File: config.mk
export PLATFORM = sky130hd
export DESIGN_NAME = tli_div
export DESIGN_NICKNAME = d
export VERILOG_FILES = /design/src/design/tli_pkg.sv /design/src/design/tli_div.sv
export SDC_FILE = /design/constraint.sdc
export NUM_CORES = 1
export LEC_CHECK = 0
export ABC_AREA = 0
export BUFFER_PORTS_ARGS = -buffer_cell sky130_fd_sc_hd__buf_2
export CAP_MARGIN = 0
export CORE_MARGIN = 8
export CORE_UTILIZATION = 55
export DETAILED_ROUTE_END_ITERATION = 8
export PLACE_DENSITY = 0.89
export SLEW_MARGIN = 20
export SYNTH_ARGS = -nofsm -noshare
export SYNTH_HDL_FRONTEND = slang
export SYNTH_SLANG_ARGS = --single-unit
File: constraint.sdc
create_clock -name clock -period 3.75 [get_ports clock]
set_input_delay 0.375 -clock clock [delete_from_list [all_inputs] [get_ports clock]]
set_output_delay 0.375 -clock clock [all_outputs]
set_load 0.005 [all_outputs]
File: src/design/tli_pkg.sv
// ----------------------------------------------------------------------------
// tli_pkg
// shared constants for the breakpoint-table interpolator
// ----------------------------------------------------------------------------
package tli_pkg;

   localparam int TABLE_DEPTH = 256;
   localparam int IDX_W       = $clog2(TABLE_DEPTH);
   localparam int CNT_W       = IDX_W + 1;
   localparam int VAL_W       = 32;
   localparam int CSR_IDX_W   = 2;

   // register indexes
   localparam logic [CSR_IDX_W-1:0] CSR_POINTS = 2'd0;
   localparam logic [CSR_IDX_W-1:0] CSR_BELOW  = 2'd1;
   localparam logic [CSR_IDX_W-1:0] CSR_ABOVE  = 2'd2;

   // item modes
   localparam logic MODE_LOAD  = 1'b0;
   localparam logic MODE_QUERY = 1'b1;

   // range codes
   localparam logic [1:0] RANGE_IN    = 2'd0;
   localparam logic [1:0] RANGE_BELOW = 2'd1;
   localparam logic [1:0] RANGE_ABOVE = 2'd2;

endpackage

File: src/design/tli_div.sv
// ----------------------------------------------------------------------------
// tli_div
// restoring divider, 64 by 32 bits unsigned, one quotient bit per cycle;
// the caller guarantees the quotient fits in 32 bits
// ----------------------------------------------------------------------------
module tli_div (
   input  logic                      clock,
   input  logic                      reset,
   input  logic                      start,
   input  logic [2*tli_pkg::VAL_W-1:0] dividend,
   input  logic [tli_pkg::VAL_W-1:0] divisor,
   output logic                      done,
   output logic [tli_pkg::VAL_W-1:0] quotient
);
   import tli_pkg::*;

   localparam int STEP_W = $clog2(VAL_W);

   logic              busy_ff, busy_in;
   logic              done_ff, done_in;
   logic [STEP_W-1:0] step_ff, step_in;
   logic [VAL_W-1:0]  rem_ff, rem_in;
   logic [VAL_W-1:0]  quo_ff, quo_in;
   logic [VAL_W-1:0]  dvs_ff, dvs_in;
   logic [VAL_W:0]    trial;

   // one trial subtraction per cycle
   always_comb begin
      busy_in = busy_ff;
      done_in = 1'b0;
      step_in = step_ff;
      rem_in  = rem_ff;
      quo_in  = quo_ff;
      dvs_in  = dvs_ff;
      trial   = {rem_ff, quo_ff[VAL_W-1]};
      if (start) begin
         busy_in = 1'b1;
         step_in = '0;
         rem_in  = dividend[2*VAL_W-1:VAL_W];
         quo_in  = dividend[VAL_W-1:0];
         dvs_in  = divisor;
      end else if (busy_ff) begin
         if (trial >= {1'b0, dvs_ff}) begin
            rem_in = VAL_W'(trial - {1'b0, dvs_ff});
            quo_in = {quo_ff[VAL_W-2:0], 1'b1};
         end else begin
            rem_in = trial[VAL_W-1:0];
            quo_in = {quo_ff[VAL_W-2:0], 1'b0};
         end
         step_in = step_ff + 1'b1;
         if (step_ff == STEP_W'(VAL_W - 1)) begin
            busy_in = 1'b0;
            done_in = 1'b1;
         end
      end
   end

   always_ff @(posedge clock) begin
      if (reset) begin
         busy_ff <= 1'b0;
         done_ff <= 1'b0;
      end else begin
         busy_ff <= busy_in;
         done_ff <= done_in;
      end
      step_ff <= step_in;
      rem_ff  <= rem_in;
      quo_ff  <= quo_in;
      dvs_ff  <= dvs_in;
   end

   assign done     = done_ff;
   assign quotient = quo_ff;

endmodule
==> metrics.md <==
| Metric | Value |
|---|---|
| Status | complete, no violations |
| Power Density | ~540 mW/mm^2 |
| Fin crit share | between 90 and 100% |
| Post-Synth Simple-Gate Area | a little under an eighth |
| Buffers plus inverters on the worst setup path | 1 |
| WS Path Type | register to register |
| Clock Latency Late Sink | roughly 0.4 ns |
| Vias | around 4800 |
| Largest family of logic cells by synthesized area | compound AO/OA/AOI/OAI gates |
| Worst-Margin Slew | around 0.79 ns |
| Post-synthesis adder-cell area fraction | under 10% |
| ANT nets after route | 0 |
| XOR/XNOR share of the synthesized area | around 3.8% |
| Unrepaired setup endpoints after global routing | no |
| Num rows | 38 |
| Final Util | between 60% and 70% |
| Worst r2r src | rem_ff[0]$_DFFE_PP_ |
| Slew margin rel. | 47.4% |
| Footprint of the multi-input gates | 0.00272 mm^2 |
| Placer Congestion | between 0.9 and 1 |
| Fraction of registers with async set/reset | 0% |
| Post-Syn Instances | about 550 |
| CP required | approximately 4 ns |
| Clk buf depth | 2 |
| # IOs | about 130 |
| Layout area overhead | 17.2% |
| Reg2reg end | rem_ff[25]$_DFFE_PP_ |
| Final wirelength | approximately 15000 um |
| CTS tree | yes |
| Final TNS setup | 0 ns |
| Initial core utilization | about 56% |
| CTS Sinks | 103 |
| Core area | around 0.011 mm^2 |
| Crit Path Max Fanout | 20 |
| Syn Nets | between 600 and 700 |
| CTS resizes | 0 |
| N_diodes | 0 |
| Max-cap violations | 0 |
| Min Tclk post-route | 3.44 ns |
| Detailed Routing Iterations Pass 1 | 5 |
| Die Width | ~120 um |
| IO buf count | 131 |
| H-tree depth | 3 |
| Post-DP HPWL | between 10000 and 15000 um |
| CP endpoint kind | register |
| Power Total | between 0.003 and 0.004 W |
| GR Overflow Total | 0 |
| Min-delay src | divisor[29] |
| CP max stage delay | about 0.46 ns |
| First DRT Iteration DRCs | 289 |
| Final slew viol count | 0 |
| Max VDD drop | around 350 uV |
| Top FF cell, synth | edfxtp_1 |
| Yosys warnings | 0 |
| Share of layout cells above drive strength 1 | a little under a third |
| WHS Endpoint | dvs_ff[29]$_DFFE_PP_ |
| Setup crit start kind | register |
| Worst clock skew | about 0.011 ns |
| Drc violations | 0 |
| CP cell instances | ha_1 -> nor2b_1 -> o2111ai_1 -> nand3_1 -> a221oi_4 -> o21ai_2 -> o31a_1 -> or2_1 -> buf_4 -> a311oi_1 -> a21oi_1 |
| WHS | roughly 0.14 ns |
| Die H | roughly 120 um |
| Worst-path clk slew | between 0.1 and 0.15 ns |
| Mapped Area | roughly 0.0060 mm^2 |
| Hold Buf Count CTS | 0 |
| Sequential share of the synthesized area | roughly half |
| Total CTS buffers | 9 |
| Post-synthesis mux area share | between 7 and 8% |
| Synth unique cells | between 60 and 70 |
| Worst slack at placement | ~0.33 ns |
| Arr. time, crit path | ~3.6 ns |
| Largest net degree at the start of global routing | 60 |
| Vias in the first global route | 5068 |
| Hold path depth | 1 |
| Leak | slightly above 3 nW |
| Worst path top cell family by delay | compound AO/OA/AOI/OAI gates |
| Syn avg cell area | ~11 um^2 |
| #FFs+latches synth | a little over 100 |
| Worst min path class | input pin to register |
| Depth of the worst register-to-register path | 11 |
| Initial antenna violation count | 1 |
| Clock root cell | clkbuf_8 |
| DR WL/cell | between 15 and 20 um |
| Final hold vios | 0 |
| # nets final | between 800 and 900 |
| Fill count | 852 |
| Seq. cell area | between 0.003 and 0.004 mm^2 |
| Compound-Gate Fraction of Synth Area | ~15% |
| Worst Setup Slack, final | approximately 0.31 ns |
| Critical path's slowest cell | edfxtp_1 |
| Maximum operating frequency | around 290 MHz |
| Total GRT Usage | a little over a fifth |
| Number of synthesized flops with an enable pin | between 90 and 100 |
| Drt via density | 5.80 |
| Setup Viol. Count Final | 0 |
| R2R setup slack | a little over 0.3 ns |
| First-pass GRT wire length | between 20000 and 25000 um |
| Die area | around 0.015 mm^2 |
## worst max-delay path by stage
stage,from,endpoint,slack [ns],cells past startpoint
after global routing,quotient[31]$_DFFE_PP_,rem_ff[28]$_DFFE_PP_,0.02,13
after global placement,quotient[31]$_DFFE_PP_,rem_ff[28]$_DFFE_PP_,0.47,13
after detailed placement,quotient[31]$_DFFE_PP_,rem_ff[30]$_DFFE_PP_,0.33,13
after CTS,rem_ff[0]$_DFFE_PP_,rem_ff[25]$_DFFE_PP_,0.30,11
after floorplan,quotient[31]$_DFFE_PP_,rem_ff[30]$_DFFE_PP_,0.64,13
final,rem_ff[0]$_DFFE_PP_,rem_ff[25]$_DFFE_PP_,0.31,11
## state kept, by name, summed over array words and instances, names as in the netlist
name	flops
busy_ff	1
done	1
dvs_ff	32
quotient	32
rem_ff	32
step_ff	5
## logic make-up (layout without fill, tap and decap cells)
kind of cell             Yosys count  in the layout
multiplexers                      40             40
flip-flops                       103            103
XOR/XNOR                          26             26
buffers and inverters             68            202
adder cells (fa/ha/maj)           35             35
AND/OR/NAND/NOR                  145            145
AO/OA/AOI/OAI                    130            130
## per-stage QoR
step,instance area (um^2),instances
after detailed placement,6810,803
final,7040,821
after global placement,6810,803
after floorplan,6010,547
after global routing,7040,821
after CTS,7020,819
## layer usage
layer  wire length [um]  GRT usage (%)  vias up  share of wire (%)
li1                   -              -     2271                  -
met1               5930           24.2     2250                 40
met2               7030           34.2      216                 47
met3               1690           9.79       20                 11
met4                236           6.48        2                1.6
met5                  8              0        -              0.054
## where the power goes
group	switching [W]	total, W	internal (W)
logic	0.000837	0.00149	0.000655
registers	0.0000926	0.00156	0.00147
clock network	0.000430	0.000756	0.000326
## timing repair
| action | in CTS | in global routing |
|---|---|---|
| setup endpoints to repair | 0 | 1 |
| setup buffers | 0 | 2 |
| hold endpoints to repair | 0 | 0 |
## cells in the final DEF, fill, tap and decap left out, types with 6 or more instances in the layout
cell type  synthesis  layout
buf_2              5     130
edfxtp_1          96      96
nand2_1           59      59
inv_1             45      45
nor2_1            43      42
ha_1              34      34
a21oi_1           33      33
mux2_2            33      33
a31oi_1           24      24
o21ai_0           18      18
xnor2_1           18      18
a21o_1            14      14
buf_4              0      10
clkbuf_8           0       9
nand3_1            8       8
xor2_1             8       8
mux2i_1            7       7
dfxtp_1            7       7
nor3_1             6       6
## synthesized netlist by cell type (4+ instances only)
master / instances / share of area, %
mux2i_1: 7 / 1.2
edfxtp_1: 96 / 48
a31oi_1: 24 / 2.5
dfxtp_1: 7 / 2.3
o21ai_0: 18 / 1.5
nand3_1: 8 / 0.67
nor2_1: 43 / 2.7
ha_1: 34 / 7.1
nand2_1: 59 / 3.7
inv_1: 45 / 2.8
a21o_1: 14 / 1.7
nor3_1: 6 / 0.50
clkbuf_1: 17 / 1.1
nand4_1: 4 / 0.42
mux2_2: 33 / 6.2
buf_2: 5 / 0.42
xor2_1: 8 / 1.2
a21oi_1: 33 / 2.8
xnor2_1: 18 / 2.6
## final cells by class
class	count	area share (%)
repair buffers	141	10.6
well taps	140	2.49
multi-input cells	376	38.6
clock buffers	9	1.76
clock inverters	7	1.23
inverters	45	2.40
flip-flops and latches	103	42.9
(Power assumes the default switching activity.)
